File: src/sv/aip_pkg.sv
`default_nettype none
package aip_pkg;

	localparam logic [2:0] PH_LEAD   = 3'd0;
	localparam logic [2:0] PH_SIGNED = 3'd1;
	localparam logic [2:0] PH_ZERO   = 3'd2;
	localparam logic [2:0] PH_HEX    = 3'd3;
	localparam logic [2:0] PH_DIGITS = 3'd4;
	localparam logic [2:0] PH_TRAIL  = 3'd5;

	localparam logic [1:0] BASE_DEC = 2'd0;
	localparam logic [1:0] BASE_OCT = 2'd1;
	localparam logic [1:0] BASE_HEX = 2'd2;

	localparam logic [35:0] LIMIT_SIGNED   = 36'h0_7FFF_FFFF;
	localparam logic [35:0] LIMIT_UNSIGNED = 36'h0_FFFF_FFFF;

	localparam int OFFSET_W = 12;

	typedef struct packed {
		logic [2:0]  phase;
		logic [31:0] acc;
		logic        neg;
		logic [1:0]  base;
		logic        sent;
	} state_t;

	typedef struct packed {
		logic                overflow;
		logic [OFFSET_W-1:0] rest_offset;
		logic                rest_present;
		logic [31:0]         value_bits;
	} result_t;

	localparam state_t STATE_RESET = '{
		phase: PH_LEAD, acc: 32'd0, neg: 1'b0, base: BASE_DEC, sent: 1'b0
	};

endpackage
`default_nettype wire

File: src/sv/aip_step.sv
`default_nettype none
module aip_step (
	input  wire aip_pkg::state_t                 st,
	input  wire logic [7:0]                      char_code,
	input  wire logic                            is_last,
	input  wire logic                            signed_mode,
	input  wire logic [aip_pkg::OFFSET_W-1:0]    pos,
	output aip_pkg::state_t                      nxt,
	output logic                                 emit,
	output aip_pkg::result_t                     res
);

	aip_pkg::state_t upd;
	logic        do_add;
	logic        do_trail;
	logic [3:0]  digit;
	logic        is_dec;
	logic        is_hex;
	logic        is_space;
	logic [3:0]  hex_val;
	logic [35:0] acc_w;
	logic [35:0] prod;
	logic [35:0] lim;
	logic        ovf;
	logic        rest;

	always_comb begin
		is_dec   = (char_code >= "0") && (char_code <= "9");
		is_space = char_code inside {8'd32, [8'd9:8'd13]};
		is_hex   = 1'b1;
		hex_val  = 4'd0;
		if (is_dec) begin
			hex_val = 4'(char_code - "0");
		end else if (char_code inside {["A":"F"]}) begin
			hex_val = 4'(char_code - "A" + 8'd10);
		end else if (char_code inside {["a":"f"]}) begin
			hex_val = 4'(char_code - "a" + 8'd10);
		end else begin
			is_hex = 1'b0;
		end
	end

	always_comb begin
		upd      = st;
		do_add   = 1'b0;
		do_trail = 1'b0;
		digit    = 4'(char_code - "0");
		emit     = 1'b0;
		ovf      = 1'b0;
		rest     = 1'b0;
		if (!st.sent) begin
			case (st.phase)
				aip_pkg::PH_ZERO: begin
					if (char_code == "x" || char_code == "X") begin
						upd.base  = aip_pkg::BASE_HEX;
						upd.phase = aip_pkg::PH_HEX;
					end else begin
						upd.phase = aip_pkg::PH_DIGITS;
						do_add    = is_dec;
						do_trail  = !is_dec;
					end
				end
				aip_pkg::PH_HEX: begin
					digit    = hex_val;
					do_add   = is_hex;
					do_trail = !is_hex;
				end
				aip_pkg::PH_DIGITS: begin
					do_add   = is_dec;
					do_trail = !is_dec;
				end
				aip_pkg::PH_TRAIL: begin
					do_trail = 1'b1;
				end
				default: begin
					// leading skip, after a sign, and unused codes
					if (char_code == "0") begin
						upd.base  = aip_pkg::BASE_OCT;
						upd.phase = aip_pkg::PH_ZERO;
					end else if (is_dec) begin
						upd.base  = aip_pkg::BASE_DEC;
						upd.phase = aip_pkg::PH_DIGITS;
						do_add    = 1'b1;
					end else if (st.phase == aip_pkg::PH_SIGNED) begin
						do_trail = 1'b1;
					end else if (char_code == 8'd0) begin
						emit = 1'b1;
					end else if (char_code == "+") begin
						upd.phase = aip_pkg::PH_SIGNED;
					end else if (char_code == "-") begin
						upd.neg   = 1'b1;
						upd.phase = aip_pkg::PH_SIGNED;
					end
				end
			endcase
		end

		// multiply by base as shifts and add
		acc_w = {4'd0, st.acc};
		case (upd.base)
			aip_pkg::BASE_HEX: prod = acc_w << 4;
			aip_pkg::BASE_OCT: prod = acc_w << 3;
			default:           prod = (acc_w << 3) + (acc_w << 1);
		endcase
		prod = prod + {32'd0, digit};
		lim  = signed_mode ? aip_pkg::LIMIT_SIGNED : aip_pkg::LIMIT_UNSIGNED;

		if (do_add) begin
			if (prod > lim) begin
				upd.acc = lim[31:0];
				ovf     = 1'b1;
				emit    = 1'b1;
			end else begin
				upd.acc = prod[31:0];
			end
		end

		if (do_trail) begin
			upd.phase = aip_pkg::PH_TRAIL;
			if (!is_space) begin
				emit = 1'b1;
				rest = (char_code != 8'd0);
			end
		end

		// string end without a result yet
		if (is_last && !st.sent && !emit) begin
			emit = 1'b1;
		end
		if (emit) begin
			upd.sent = 1'b1;
		end

		res.value_bits   = upd.neg ? (32'd0 - upd.acc) : upd.acc;
		res.rest_present = rest;
		res.rest_offset  = rest ? pos : '0;
		res.overflow     = ovf;

		nxt = is_last ? aip_pkg::STATE_RESET : upd;
	end

endmodule
`default_nettype wire

File: src/sv/ascii_integer_parser.sv
// Path: a character transferred into the input register waits there until the result
//   slot is free or being drained; its result then enters the output register.
// Throughput: one character per cycle unless a held result stalls the input stage.
// Reset (arst_n low, asynchronous): parser returns to the leading skip phase, position 0,
//   signed_mode 1, both handshake stages empty.
`default_nettype none
module ascii_integer_parser #(
	parameter int MAX_STRING_LEN = 4096
) (
	input  wire logic        clk,
	input  wire logic        arst_n,
	// configuration: signed_mode
	input  wire logic        cfg_wen,
	input  wire logic        cfg_wdata,
	// input stream
	input  wire logic        s_tvalid,
	output logic             s_tready,
	input  wire logic [7:0]  s_tdata,   // [7:0] char_code
	input  wire logic        s_tlast,   // is_last
	// result stream
	output logic             m_tvalid,
	input  wire logic        m_tready,
	output logic [47:0]      m_tdata    // [31:0] value_bits, [32] rest_present,
	                                    // [44:33] rest_offset, [45] overflow, [47:46] zero
);

	localparam int PW = $clog2(MAX_STRING_LEN);
	localparam logic [PW-1:0] POS_LAST = PW'(MAX_STRING_LEN - 1);

	// input register stage
	logic       valid_s1;
	logic [7:0] char_s1;
	logic       last_s1;

	// parse state
	aip_pkg::state_t state_q;
	aip_pkg::state_t state_nxt;
	logic [PW-1:0]   pos_q;
	logic            signed_q;

	// result register
	logic             m_valid_q;
	aip_pkg::result_t res_q;
	aip_pkg::result_t res_nxt;
	logic             emit;

	logic                            advance;
	logic                            s_xfer;
	logic [PW+aip_pkg::OFFSET_W-1:0] pos_ext;

	// The input stage moves on whenever the result slot is free or being drained.
	// A result held by the receiver stalls the input stage and, through it, s_tready.
	assign advance  = valid_s1 && (!m_valid_q || m_tready);
	assign s_tready = !valid_s1 || advance;
	assign s_xfer   = s_tvalid && s_tready;

	// rest_offset is the low bits of the position, zero-extended for short strings
	assign pos_ext = {{aip_pkg::OFFSET_W{1'b0}}, pos_q};

	aip_step u_step (
		.st          (state_q),
		.char_code   (char_s1),
		.is_last     (last_s1),
		.signed_mode (signed_q),
		.pos         (pos_ext[aip_pkg::OFFSET_W-1:0]),
		.nxt         (state_nxt),
		.emit        (emit),
		.res         (res_nxt)
	);

	// configuration register; the user writes it only while the parser is idle; the block does not enforce this
	always_ff @(posedge clk or negedge arst_n) begin
		if (!arst_n) begin
			signed_q <= 1'b1;
		end else if (cfg_wen) begin
			signed_q <= cfg_wdata;
		end
	end

	// input stage control
	always_ff @(posedge clk or negedge arst_n) begin
		if (!arst_n) begin
			valid_s1 <= 1'b0;
		end else if (s_xfer) begin
			valid_s1 <= 1'b1;
		end else if (advance) begin
			valid_s1 <= 1'b0;
		end
	end

	// input stage payload: hold until consumed
	always_ff @(posedge clk) begin
		if (s_xfer) begin
			char_s1 <= s_tdata;
			last_s1 <= s_tlast;
		end
	end

	// parse state and position; the last character of a string clears both
	always_ff @(posedge clk or negedge arst_n) begin
		if (!arst_n) begin
			state_q <= aip_pkg::STATE_RESET;
			pos_q   <= '0;
		end else if (advance) begin
			state_q <= state_nxt;
			if (last_s1 || pos_q == POS_LAST) begin
				pos_q <= '0;
			end else begin
				pos_q <= pos_q + 1'b1;
			end
		end
	end

	// result slot control
	always_ff @(posedge clk or negedge arst_n) begin
		if (!arst_n) begin
			m_valid_q <= 1'b0;
		end else if (advance && emit) begin
			m_valid_q <= 1'b1;
		end else if (m_tready) begin
			m_valid_q <= 1'b0;
		end
	end

	always_ff @(posedge clk) begin
		if (advance && emit) begin
			res_q <= res_nxt;
		end
	end

	assign m_tvalid = m_valid_q;
	assign m_tdata  = {2'b00, res_q};

	// an overflow ends the number with no rest
	a_ovf_no_rest: assert property (@(posedge clk) disable iff (!arst_n)
		m_valid_q |-> !(res_q.overflow && res_q.rest_present))
		else $error("overflow result carries a rest");

	// offset is zero when no rest follows
	a_offset_zero: assert property (@(posedge clk) disable iff (!arst_n)
		(m_valid_q && !res_q.rest_present) |-> (res_q.rest_offset == '0))
		else $error("rest_offset nonzero without rest");

	// the last character restarts the string state
	a_last_clears: assert property (@(posedge clk) disable iff (!arst_n)
		(advance && last_s1) |=> (!state_q.sent && pos_q == '0
			&& state_q.phase == aip_pkg::PH_LEAD))
		else $error("string state not cleared after last character");

	// a string whose result was sent gives no further result before its end
	a_one_result: assert property (@(posedge clk) disable iff (!arst_n)
		(advance && state_q.sent) |-> !emit)
		else $error("second result for one string");

endmodule
`default_nettype wire

File: config.mk
export PLATFORM = sky130hd
export DESIGN_NAME = ascii_integer_parser
export DESIGN_NICKNAME = d
export VERILOG_FILES = /design/src/sv/aip_pkg.sv /design/src/sv/aip_step.sv /design/src/sv/ascii_integer_parser.sv
export SDC_FILE = /design/constraint.sdc
export NUM_CORES = 1
export LEC_CHECK = 0
export ABC_AREA = 1
export BUFFER_PORTS_ARGS = -buffer_cell sky130_fd_sc_hd__buf_4
export CAP_MARGIN = 20
export CORE_UTILIZATION = 49
export DETAILED_ROUTE_END_ITERATION = 7
export PLACE_DENSITY = 0.69
export SETUP_SLACK_MARGIN = 0.02
export SLEW_MARGIN = 0
export SYNTH_ARGS = -nofsm -noshare
export SYNTH_HDL_FRONTEND = slang
export SYNTH_SLANG_ARGS = --single-unit
File: constraint.sdc
create_clock -name clk -period 10.9 [get_ports clk]
set_clock_uncertainty 0.2 [all_clocks]
set_input_delay 1.635 -clock clk [delete_from_list [all_inputs] [get_ports clk]]
set_output_delay 1.635 -clock clk [all_outputs]
set_load 0.01 [all_outputs]
## Word-level counts from Yosys, hierarchy flattened

Cells that the tools add are included.

| operators by class | value |
|---|---|
| add/subtract/negate cells | 9 |
| multiply operators | 0 |
| div/mod/pow operators | 0 |
| magnitude comparators | 9 |
| equal/unequal tests | 18 |
| shift-type cells | 0 |
| mux-type cells | 67 |
| bitwise logic cells | 0 |
| reductions and logical operators | 30 |

Operators by type and width:

| operator | count |
|---|---|
| 32-bit 2-to-1 mux | 4 |
| 36-bit one-hot mux with 2 select lines | 1 |
| 39-bit 2-to-1 mux | 1 |
| 1-bit 2-to-1 mux | 38 |
| 35-bit by 33-bit adder with 36-bit output | 1 |
| 36-bit by 4-bit adder with 36-bit output | 1 |
| 36-bit greater-than comparator | 1 |
| 8-bit by 6-bit equality test with 1-bit output, second input constant | 4 |
| 1-bit by 32-bit subtractor with 32-bit output, first input constant | 1 |
| 3-bit 2-to-1 mux | 10 |
| 4-bit 2-to-1 mux | 5 |
| 8-bit by 7-bit equality test with 1-bit output, second input constant | 2 |
| 8-bit by 7-bit >= comparator with 1-bit output, second input constant | 2 |
| 8-bit by 7-bit less-or-equal comparator with 1-bit output, second input constant | 2 |
| 12-bit by 1-bit adder with 12-bit output, second input constant | 1 |
| 12-bit equality test, second input constant | 1 |
| 12-bit 2-to-1 mux | 1 |
| 6-bit by 3-bit != test with 1-bit output, second input constant | 2 |
| 4-bit by 1-bit subtractor with 4-bit output, second input constant | 3 |
| 1-bit logical AND | 9 |
| 4-bit adder, second input constant | 2 |
| 8-bit by 4-bit >= comparator with 1-bit output, second input constant | 1 |
| 8-bit by 6-bit >= comparator with 1-bit output, second input constant | 1 |
| 8-bit by 4-bit less-or-equal comparator with 1-bit output, second input constant | 1 |
| other kinds (22) | 38 |

| storage, ports and cells | value |
|---|---|
| flip-flop bits (word level) | 109 |
| bits in latches | 0 |
| RAM bits | 0 |
| ROM bits | 0 |
| input port bits | 15 |
| output and inout bits | 50 |
| logic and storage cells | 148 |
| memories kept | 0 |

## Logic depth before layout (Yosys ltp)

Gate-level depths: netlist (run 1).

| depth | value |
|---|---|
| depth in word-level cells | 22 |
| mapped depth | 62 |

## Hierarchy

A second synthesis (run 1) with hierarchy kept.

| unflattened totals | value |
|---|---|
| cell total of the unflattened synthesis | 1850 |
| area total of the unflattened synthesis | 11343.4 sq um |

Modules (own cells, without submodules):

| module | instances | cells each | area each (sq um) | seq. area each (sq um) |
|---|---|---|---|---|
| aip_step | 1 | 1514 | 7345.8 | 0.0 |
| ascii_integer_parser | 1 | 336 | 3997.6 | 3004.1 |

## Least setup slack after synthesis (run 1)

No wires, ideal clock.

| path | value |
|---|---|
| kind | register -> register |
| start | register char_s1[0] |
| end | register state_q[0] (netlist name) |
| data arrival time | 8.514 ns |
| required time | 10.609 ns |
| setup slack | 2.095 ns |
| cell stages (with the launch flop) | 55 |
| period minus slack after synthesis | 8.805 ns |
| cells stage by stage | edfxtp_1 inv_1 ha_1 o21ai_0 a21oi_1 inv_1 nor2_1 inv_1 o21ai_0 a21oi_1 ha_1 inv_1 buf_2 buf_1 clkbuf_1 o31ai_1 ha_1 nand2_1 [19 not listed] nand2_1 nor2_1 nand2_1 nor2_1 nand3_1 nor2_1 nand3_1 nor2_1 nand2_1 nand2_2 nand2_4 nand2_2 buf_6 inv_1 a211oi_1 nor2_1 inv_1 a22oi_1 |

| on the way | value |
|---|---|
| word-level cells in the longest chain between the ends | 19 |
| elaborated cells between the ends (all ways) | 69 |

Ends and longest elaborated chain:

| element | line | RTL |
|---|---|---|
| start: declaration | ascii_integer_parser.sv:32 | `logic [7:0] char_s1;` |
| start signal: assignment | ascii_integer_parser.sv:94 | `char_s1 <= s_tdata;` |
| 8-bit by 6-bit >= comparator with 1-bit output or 8-bit by 6-bit less-or-equal comparator with 1-bit output (tied branches) | aip_step.sv:28 | `is_dec = (char_code >= "0") && (char_code <= "9");` |
| 1-bit logical AND | aip_step.sv:28 |  |
| 2-bit 2-to-1 mux | aip_step.sv:80 | `end else if (is_dec) begin` |
| 2-bit 2-to-1 mux | aip_step.sv:77 | `if (char_code == "0") begin` |
| 2-bit one-hot mux with 2 select lines | aip_step.sv:52 | `case (st.phase)` |
| 3-bit 2-to-1 mux | aip_step.sv:51 | `if (!st.sent) begin` |
| 2-bit by 1-bit equality test with 1-bit output or 2-bit equality test (tied branches) | aip_step.sv:100 | `case (upd.base)` |
| 36-bit one-hot mux with 2 select lines | aip_step.sv:100 |  |
| [3 not listed] | n/a |  |
| 1-bit 2-to-1 mux | aip_step.sv:108 | `if (do_add) begin` |
| 1-bit 2-to-1 mux | aip_step.sv:120 | `if (!is_space) begin` |
| 1-bit 2-to-1 mux (*) | aip_step.sv:118 | `if (do_trail) begin` |
| 1-bit zero test | aip_step.sv:127 | `if (is_last && !st.sent && !emit) begin` |
| 1-bit logical AND | aip_step.sv:127 |  |
| 1-bit 2-to-1 mux (*) | aip_step.sv:127 |  |
| 2-bit nonzero test (no line) (*) | n/a |  |
| 2-bit AND reduction (no line) (*) | n/a |  |
| end signal: assignment | ascii_integer_parser.sv:102 | `state_q <= aip_pkg::STATE_RESET;` |
| end signal: assignment | ascii_integer_parser.sv:105 | `state_q <= state_nxt;` |
| end: declaration | ascii_integer_parser.sv:36 | `aip_pkg::state_t state_q;` |

Mark *: on every way between the ends. The rest lies on a longest branch, timed or not.
A chain may end at the register's enable or synchronous reset.

==> results.json, run 1 <==
{
  "relSlewSlack_pct": 34.28,
  "syn_to_final_growth_pct": 9.144,
  "power_uw": 1790,
  "fp.dieW_um": 149.3,
  "arrival_ps": 9220,
  "setup_viol": 0,
  "syn_avg_cell_area_um2": 6.306,
  "synth_seq_area_share_pct": 28.26,
  "hp-class": "reg2reg",
  "ant_nets": 0,
  "die_area_mm2": 0.02229,
  "slew_viol_final": 0,
  "worstMarginPinSlew_ps": 979.8,
  "startpoint_type": "register",
  "hold_viol_final": 0,
  "vias": 10970,
  "hpwl_um": 25920,
  "synth-async-reset-ratio_pct": 49.54,
  "synth_compound_area_share_pct": 10.56,
  "cts_buffer_depth": 2,
  "maxCapViolCount": 0,
  "gr-usage-all-layers_pct": 29.81,
  "synth-xor-area-share_pct": 2.307,
  "totalWireLength_um": 32710,
  "slowest_stage": "inv_1",
  "diodes": 0,
  "synth_edf_count": 55,
  "ir_worst_vdd_uv": 196.5,
  "ys.flop_type": "edfxtp_1",
  "place.gp.congestion": 0.9503,
  "ys_types": 59,
  "fin_crit_sh_pct": 85.31,
  "endpoint_kind": "register",
  "viasPerCell": 5.465,
  "crit_fanout": 29,
  "timing.hold.ws_ps": 336.3,
  "status": "finished, final reports clean",
  "synth-simple-area-share_pct": 42.41,
  "drt_first_pass_iters": 5,
  "io_pins": 65,
  "finalSetupTns_ps": 0,
  "cp_data_required_time_ps": 10820,
  "first_global_vias": 10240,
  "yosys_warnings": 0,
  "drive_gt1_share_pct": 10.96,
  "nets": 1787,
  "post_cts_resized": 0,
  "synth_fa_ha_area_share_pct": 5.320,
  "muxShareOfSynthArea_pct": 0,
  "grt_setup_unrepaired": "false",
  "core_area_mm2": 0.02115,
  "h-tree-depth": 3,
  "setup_ws_ps": 1601,
  "dpl_worst_slack_ps": 1718,
  "drcViolationCount": 0,
  "grt_max_degree": 55,
  "portBuffers": 62,
  "crit_path_max_incr_delay_ps": 630,
  "power_density_mw_per_mm2": 154.3,
  "path_class": "reg2reg",
  "cts_tree": "built",
  "holdBufCountCts": 0,
  "initial_utilization_pct": 50.26,
  "cts_setup_buffers": 0,
  "rows": 53,
  "netlist_area_mm2": 0.01063,
  "synth_top_family_by_area": "simple AND/OR/NAND/NOR gates",
  "ys_ff_latch": 109,
  "synthCells": 1686,
  "wl_per_cell_um": 16.29,
  "fmax_mhz": 107.5,
  "path_clk_slew_ps": 90,
  "die_h_um": 149.3,
  "drt_iter0_markers": 830,
  "cts_root_buffer": "clkbuf_16",
  "fin_crit_ps": 9299,
  "overflow": 0,
  "cpMostUsedCell": "nand2_1",
  "insertion_delay_ps": 370,
  "grt_pass1_wl_um": 51620,
  "antenna_found_initial": 0,
  "cts_sinks": 109,
  "final_util_pct": 54.85,
  "p_leak_uw": 0.005822,
  "cts_buffers": 9
}
routing by layer:
metal	global-route usage [%]	part of all wire (%)
met5	0	0
met4	13.42	4.5
met3	3.242	5.2
met2	51.23	47
met1	37.50	44
kinds of logic after synthesis:
group,count (synthesis)
simple gates,1028
buf+inv,293
compound gates,183
flops,109
fa+ha+maj,44
xor+xnor,28
other cells,1
registers in the layout (all words and copies together) (netlist names):
signal and cells:
char_s1 8, m_tvalid 1, last_s1 1, m_tdata 46
pos_q 12, signed_q 1, valid_s1 1, state_q 39
layout by cell type (no fill, tap or decap), drive strengths merged, types with 2 or more instances in the layout:
master,instances
o2111ai,2
nor3b,2
inv,253
nor2,212
o21ai,44
nand3,165
o21bai,5
fa,2
clkbuf,9
dfrtp,53
o22ai,48
xnor2,6
nand3b,9
nand2,579
or3,2
conb,2
nor3,21
a31oi,6
clkinv,8
and2,2
a21boi,2
or2,8
edfxtp,55
nand4,25
a211oi,2
o221ai,14
nor4,2
buf,69
a21oi,55
xor2,22
ha,42
metrics by stage:
stage / instance area (um^2) / instances
2_1_floorplan: 10640 / 1687
3_3_place_gp: 11260 / 1990
3_5_place_dp: 11270 / 1991
4_1_cts: 11590 / 2007
5_1_grt: 11600 / 2008
6_report: 11600 / 2008
layout make-up:
type	count	area, um^2
well taps	275	344.1
fillers	2165	9550
repair buffers	69	521.8
clock inverters	7	96.34
flip-flops and latches	109	3004
clock buffers	9	225.2
multi-input cells	1285	6457
inverters	254	954.7
synth_stat cells, types with 3 or more instances:
cell | number | share of area (%)
nand3b_1 | 9 | 0.64
nor3_1 | 19 | 0.89
o21ai_1 | 3 | 0.14
o21bai_1 | 5 | 0.35
o22ai_1 | 48 | 2.8
a21oi_2 | 4 | 0.33
o221ai_1 | 14 | 1.2
or2_2 | 8 | 0.47
nand2_1 | 545 | 19
nor2_4 | 5 | 0.53
xnor2_1 | 6 | 0.49
buf_6 | 6 | 0.64
dfrtp_1 | 53 | 12
o21ai_0 | 39 | 1.8
inv_1 | 233 | 8.2
buf_4 | 3 | 0.21
a31oi_1 | 6 | 0.35
buf_1 | 4 | 0.14
a21oi_1 | 50 | 2.4
nand4_1 | 25 | 1.5
nand2_2 | 32 | 1.9
nand3_2 | 11 | 1.0
clkbuf_1 | 18 | 0.64
clkinv_1 | 6 | 0.21
ha_1 | 42 | 4.9
nor2_1 | 186 | 6.6
nand3_1 | 153 | 7.2
edfxtp_1 | 55 | 16
buf_2 | 6 | 0.28
nor2_2 | 20 | 1.2
inv_2 | 14 | 0.49
xor2_1 | 22 | 1.8
where the power goes:
group | leakage (uW) | total, uW | internal, uW | switching (uW)
Combinational | 0.00440 | 839 | 267 | 572
Clock | 0.000156 | 364 | 171 | 193
Sequential | 0.00127 | 587 | 536 | 51.2
critical path, delay by kind of cell (launching register included):
family / cells / cell delay (ps)
flip-flops: 1 / 440
XOR/XNOR: 1 / 170
AND/OR/NAND/NOR: 39 / 4580
buffers and inverters: 6 / 1230
adder cells (fa/ha/maj): 5 / 1330
AO/OA/AOI/OAI: 6 / 1080
final timing paths:
| check | cells after the start | end | from | slack, ps |
|---|---|---|---|---|
| worst min register to register | 2 | state_q[1] | state_q[1] | 340 |
| worst min-delay path | 2 | state_q[1] | state_q[1] | 340 |
| max in group asynchronous | 1 | state_q[20] | arst_n | 8840 |
| worst max-delay path | 57 | m_tdata[30] | char_s1[0] | 1600 |
| worst max register to register | 57 | m_tdata[30] | char_s1[0] | 1600 |
| min in group asynchronous | 1 | pos_q[7] | arst_n | 1100 |
Power figures use the tool's default switching activity.
==> inputs of run 2 (changes only) <==
- PLACE_DENSITY: 0.69 -> 0.66
==> results.json, run 2 (synthesized netlist as in run 1, its figures left out) <==
{
  "cts_setup_buffers": 0,
  "final_cell_area_mm2": 0.01164,
  "portBuffers": 62,
  "diodes": 0,
  "rows": 53,
  "nets": 1787,
  "die_area_mm2": 0.02229,
  "p_leak_uw": 0.005848,
  "mostFrequentLayoutCell": "nand2_1",
  "drt_iter0_markers": 730,
  "power_uw": 1792,
  "cts_buffers": 9,
  "path_clk_slew_ps": 90,
  "cts_sinks": 109,
  "startpoint_type": "register",
  "cts_tree": "built",
  "syn_to_final_growth_pct": 9.462,
  "cts_root_buffer": "clkbuf_16",
  "power.internal_uw": 976.9,
  "worstMarginPinSlew_ps": 850.4,
  "wl_per_cell_um": 16.55,
  "holdBufCountCts": 0,
  "hp-class": "reg2reg",
  "fin_crit_sh_pct": 84.63,
  "n_fill_cell": 2197,
  "fmax_mhz": 108.4,
  "endpoint_kind": "register",
  "seq_power_share_pct": 32.8,
  "ant_nets": 0,
  "comb_power_share_pct": 47.0,
  "crit_path_max_incr_delay_ps": 630,
  "drive_gt1_share_pct": 10.96,
  "hpwl_um": 26120,
  "dpl_worst_slack_ps": 1854,
  "largest_reg_flops": 46,
  "placed_area_mm2": 0.01126,
  "insertion_delay_ps": 370,
  "totalWireLength_um": 33230,
  "io_pins": 65,
  "cp_data_required_time_ps": 10830,
  "relSlewSlack_pct": 43.25,
  "reg2reg_setup_slack_ps": 1680,
  "gr-usage-all-layers_pct": 30.31,
  "h-tree-depth": 3,
  "drt_first_pass_iters": 7,
  "cpMostUsedCell": "nand2_1",
  "fp.dieW_um": 149.3,
  "cts_buffer_depth": 2,
  "grt_setup_unrepaired": "false",
  "overflow": 0,
  "grt_max_degree": 55,
  "ir_worst_vdd_uv": 123.1,
  "clock_power_share_pct": 20.2,
  "place.gp.congestion": 0.9843,
  "fin_crit_ps": 9225,
  "drcViolationCount": 0,
  "path_class": "reg2reg",
  "antenna_found_initial": 0,
  "initial_utilization_pct": 50.26,
  "core_area_mm2": 0.02115,
  "power.share.switching_pct": 45.48,
  "die_h_um": 149.3,
  "vias": 10890,
  "grt_pass1_wl_um": 51980,
  "arrival_ps": 9160,
  "viasPerCell": 5.424,
  "maxCapViolCount": 0,
  "layout_common_cells": "nand2_1 (545), inv_1 (233), nor2_1 (185), nand3_1 (153), buf_4 (66)",
  "hold_viol_final": 0,
  "first_global_vias": 9910,
  "power_density_mw_per_mm2": 154.0,
  "final_util_pct": 55.01,
  "power_switching_uw": 815.1,
  "status": "finished, final reports clean",
  "finalSetupTns_ps": 0,
  "setup_ws_ps": 1675,
  "crit_fanout": 29,
  "slew_viol_final": 0,
  "post_cts_resized": 0,
  "slowest_stage": "inv_1",
  "setup_viol": 0
}
==> run 2: changes by cell type in the layout (fill, tap and decap cells not counted), sizes merged <==
cell and delta:
dlymetal6s2s +1, buf -1
==> run 2: layout make-up <==
| class | count | area (um^2) | area share, % |
|---|---|---|---|
| inverters | 254 | 954.7 | 8.203 |
| flip-flops and latches | 109 | 3004 | 25.81 |
| well taps | 275 | 344.1 | 2.957 |
| repair buffers | 69 | 555.5 | 4.774 |
| clock buffers | 9 | 225.2 | 1.935 |
| multi-input cells | 1285 | 6457 | 55.49 |
| clock inverters | 7 | 96.34 | 0.8279 |
==> run 2: power by group through the flow <==
stage | combinational [uW] | sequential (uW) | clock (uW)
2_1_floorplan | 551 | 609 | 0
3_3_place_gp | 819 | 596 | 0
3_5_place_dp | 823 | 596 | 0
4_1_cts | 827 | 588 | 367
5_1_grt | 934 | 595 | 383
6_report | 843 | 587 | 362
==> run 2: per-layer routing <==
metal	global-route usage [%]	wire length, um	vias to the layer above
met1	38.64	14350	4915
met4	14.49	1672	0
li1	-	-	5549
met3	4.251	1791	78
met2	50.37	15410	350
met5	0	0	-
==> run 2: path summary, 6_finish.rpt <==
path / startpoint / to / depth (start not counted)
max: char_s1[0] / m_tdata[30] / 57
min: state_q[1] / state_q[1] / 2
max reg2reg: char_s1[0] / m_tdata[30] / 57
min reg2reg: state_q[1] / state_q[1] / 2
max in group asynchronous: arst_n / state_q[32] / 1
min in group asynchronous: arst_n / pos_q[7] / 1
==> run 2: through the flow <==
stage / instances / hold slack, ps
2_1_floorplan: 1687 / 253.8
3_3_place_gp: 1989 / 278.5
3_5_place_dp: 1989 / 286.3
4_1_cts: 2005 / 308.7
5_1_grt: 2008 / 353.8
6_report: 2008 / 313.0
==> run 2: worst max-delay path, delay by kind of cell, from the launching register on <==
family,cells,cell delay (ps)
XOR/XNOR,1,160
AND/OR/NAND/NOR,39,4500
flip-flops,1,440
AO/OA/AOI/OAI,6,1070
adder cells (fa/ha/maj),5,1320
buffers and inverters,6,1270
==> inputs of run 3 (changes only) <==
- clock period: 10.9 -> 9.4 ns (I/O delays scaled with it)
==> results.json, run 3 (synthesized netlist as in run 1, its figures left out) <==
{
  "status": "finished, final reports clean",
  "viasPerCell": 5.498,
  "diodes": 0,
  "startpoint_type": "register",
  "rows": 53,
  "cts_tree": "built",
  "mostFrequentLayoutCell": "nand2_1",
  "initial_utilization_pct": 50.26,
  "fin_crit_sh_pct": 88.41,
  "power.share.switching_pct": 45.29,
  "slew_viol_final": 0,
  "min_to": "state_q[1]",
  "cts_root_buffer": "clkbuf_16",
  "fin_crit_ps": 8310,
  "drcViolationCount": 0,
  "reg2reg_setup_slack_ps": 1090,
  "placed_area_mm2": 0.01127,
  "slowest_stage": "edfxtp_1",
  "insertion_delay_ps": 360,
  "holdPathStages": 2,
  "nets": 1788,
  "hold_viol_final": 0,
  "first_global_vias": 10270,
  "grt_max_degree": 55,
  "n_fill_cell": 2202,
  "fp.dieW_um": 149.3,
  "grt_pass1_wl_um": 52280,
  "worstMarginPinSlew_ps": 970.0,
  "place.gp.congestion": 0.9872,
  "fmax_mhz": 120.3,
  "ir_worst_vdd_uv": 154.2,
  "crit_path_max_incr_delay_ps": 440,
  "hpwl_um": 26070,
  "holdBufCountCts": 0,
  "relSlewSlack_pct": 34.94,
  "p_leak_uw": 0.005839,
  "crit_fanout": 18,
  "cts_sinks": 109,
  "arrival_ps": 8240,
  "gr-usage-all-layers_pct": 30.17,
  "comb_power_share_pct": 46.9,
  "path_class": "reg2reg",
  "cpMostUsedCell": "nand2_1",
  "post_cts_resized": 0,
  "totalWireLength_um": 32860,
  "critPathBufInv": 7,
  "finalSetupTns_ps": 0,
  "endpoint_kind": "register",
  "cts_buffer_depth": 2,
  "hp-start": "state_q[1]",
  "path_clk_slew_ps": 90,
  "drive_gt1_share_pct": 11.25,
  "wl_per_cell_um": 16.36,
  "final_cell_area_mm2": 0.01164,
  "seq_power_share_pct": 33.0,
  "core_area_mm2": 0.02115,
  "r2r_cells": 56,
  "io_pins": 65,
  "die_area_mm2": 0.02229,
  "power.internal_uw": 1132,
  "portBuffers": 62,
  "maxCapViolCount": 0,
  "top_layer": "met4",
  "cts_setup_buffers": 0,
  "route.met3.wl_um": 1963,
  "power_uw": 2069,
  "h-tree-depth": 3,
  "final_util_pct": 55.05,
  "drt_iter0_markers": 839,
  "syn_to_final_growth_pct": 9.533,
  "antenna_found_initial": 0,
  "r2r_end": "m_tdata[29]",
  "layout_common_cells": "nand2_1 (545), inv_1 (232), nor2_1 (185), nand3_1 (153), buf_4 (67)",
  "grt_setup_unrepaired": "false",
  "hp-class": "reg2reg",
  "largest_reg_flops": 46,
  "clock_power_share_pct": 20.1,
  "drt_first_pass_iters": 5,
  "die_h_um": 149.3,
  "met1_length_um": 14070,
  "power_density_mw_per_mm2": 177.6,
  "dpl_worst_slack_ps": 646.8,
  "setup_ws_ps": 1090,
  "power_switching_uw": 936.8,
  "setup_viol": 0,
  "crit_family": "simple AND/OR/NAND/NOR gates",
  "vias": 11050,
  "reg2reg_from": "char_s1[0]",
  "cts_buffers": 9,
  "ant_nets": 0,
  "overflow": 0,
  "wl_met2_um": 15470,
  "cp_data_required_time_ps": 9330
}
==> run 3: how the worst max path moves through the flow <==
stage	startpoint	end	slack [ps]	cells after the start
finish	char_s1[0]	m_tdata[29]	1090	56
global placement	char_s1[0]	m_tdata[29]	990	55
detailed placement	char_s1[0]	m_tdata[30]	650	57
floorplan	char_s1[0]	state_q[0]	590	54
global route	char_s1[0]	m_tdata[29]	50	56
CTS	char_s1[0]	m_tdata[30]	580	57
==> run 3: routing by layer <==
layer	up-vias	track usage, %
met5	-	0
met4	0	12.96
met3	67	3.456
met2	369	51.53
met1	5061	38.34
li1	5549	-
==> run 3: cell type report <==
class,count,area [um^2],share of cell area (%)
Timing Repair Buffer,69,526.8,4.523
Timing Repair inverter,1,5.005,0.04298
Sequential cell,109,3004,25.80
Clock inverter,7,98.84,0.8488
Clock buffer,9,225.2,1.934
Multi-Input combinational cell,1285,6482,55.67
Inverter,254,958.4,8.230
Tap cell,275,344.1,2.955
==> run 3: power groups by stage <==
stage	sequential, uW	combinational (uW)	clock, uW
global route	689	1080	440
finish	682	971	416
CTS	682	959	425
global placement	691	949	0
detailed placement	691	956	0
floorplan	706	639	0
==> run 3: per-stage QoR <==
stage               hold WS, ps  cells
floorplan                 253.8   1687
CTS                       307.7   2007
global route              331.3   2009
detailed placement        286.3   1991
finish                    309.6   2009
global placement          286.7   1990
==> run 3: worst reg2reg max path: cells and delay by family, from the launching register on <==
family	cells	cell delay, ps
XOR/XNOR	1	160
buffers and inverters	7	860
adder cells (fa/ha/maj)	5	1290
AND/OR/NAND/NOR	39	4430
flip-flops	1	440
AO/OA/AOI/OAI	4	670
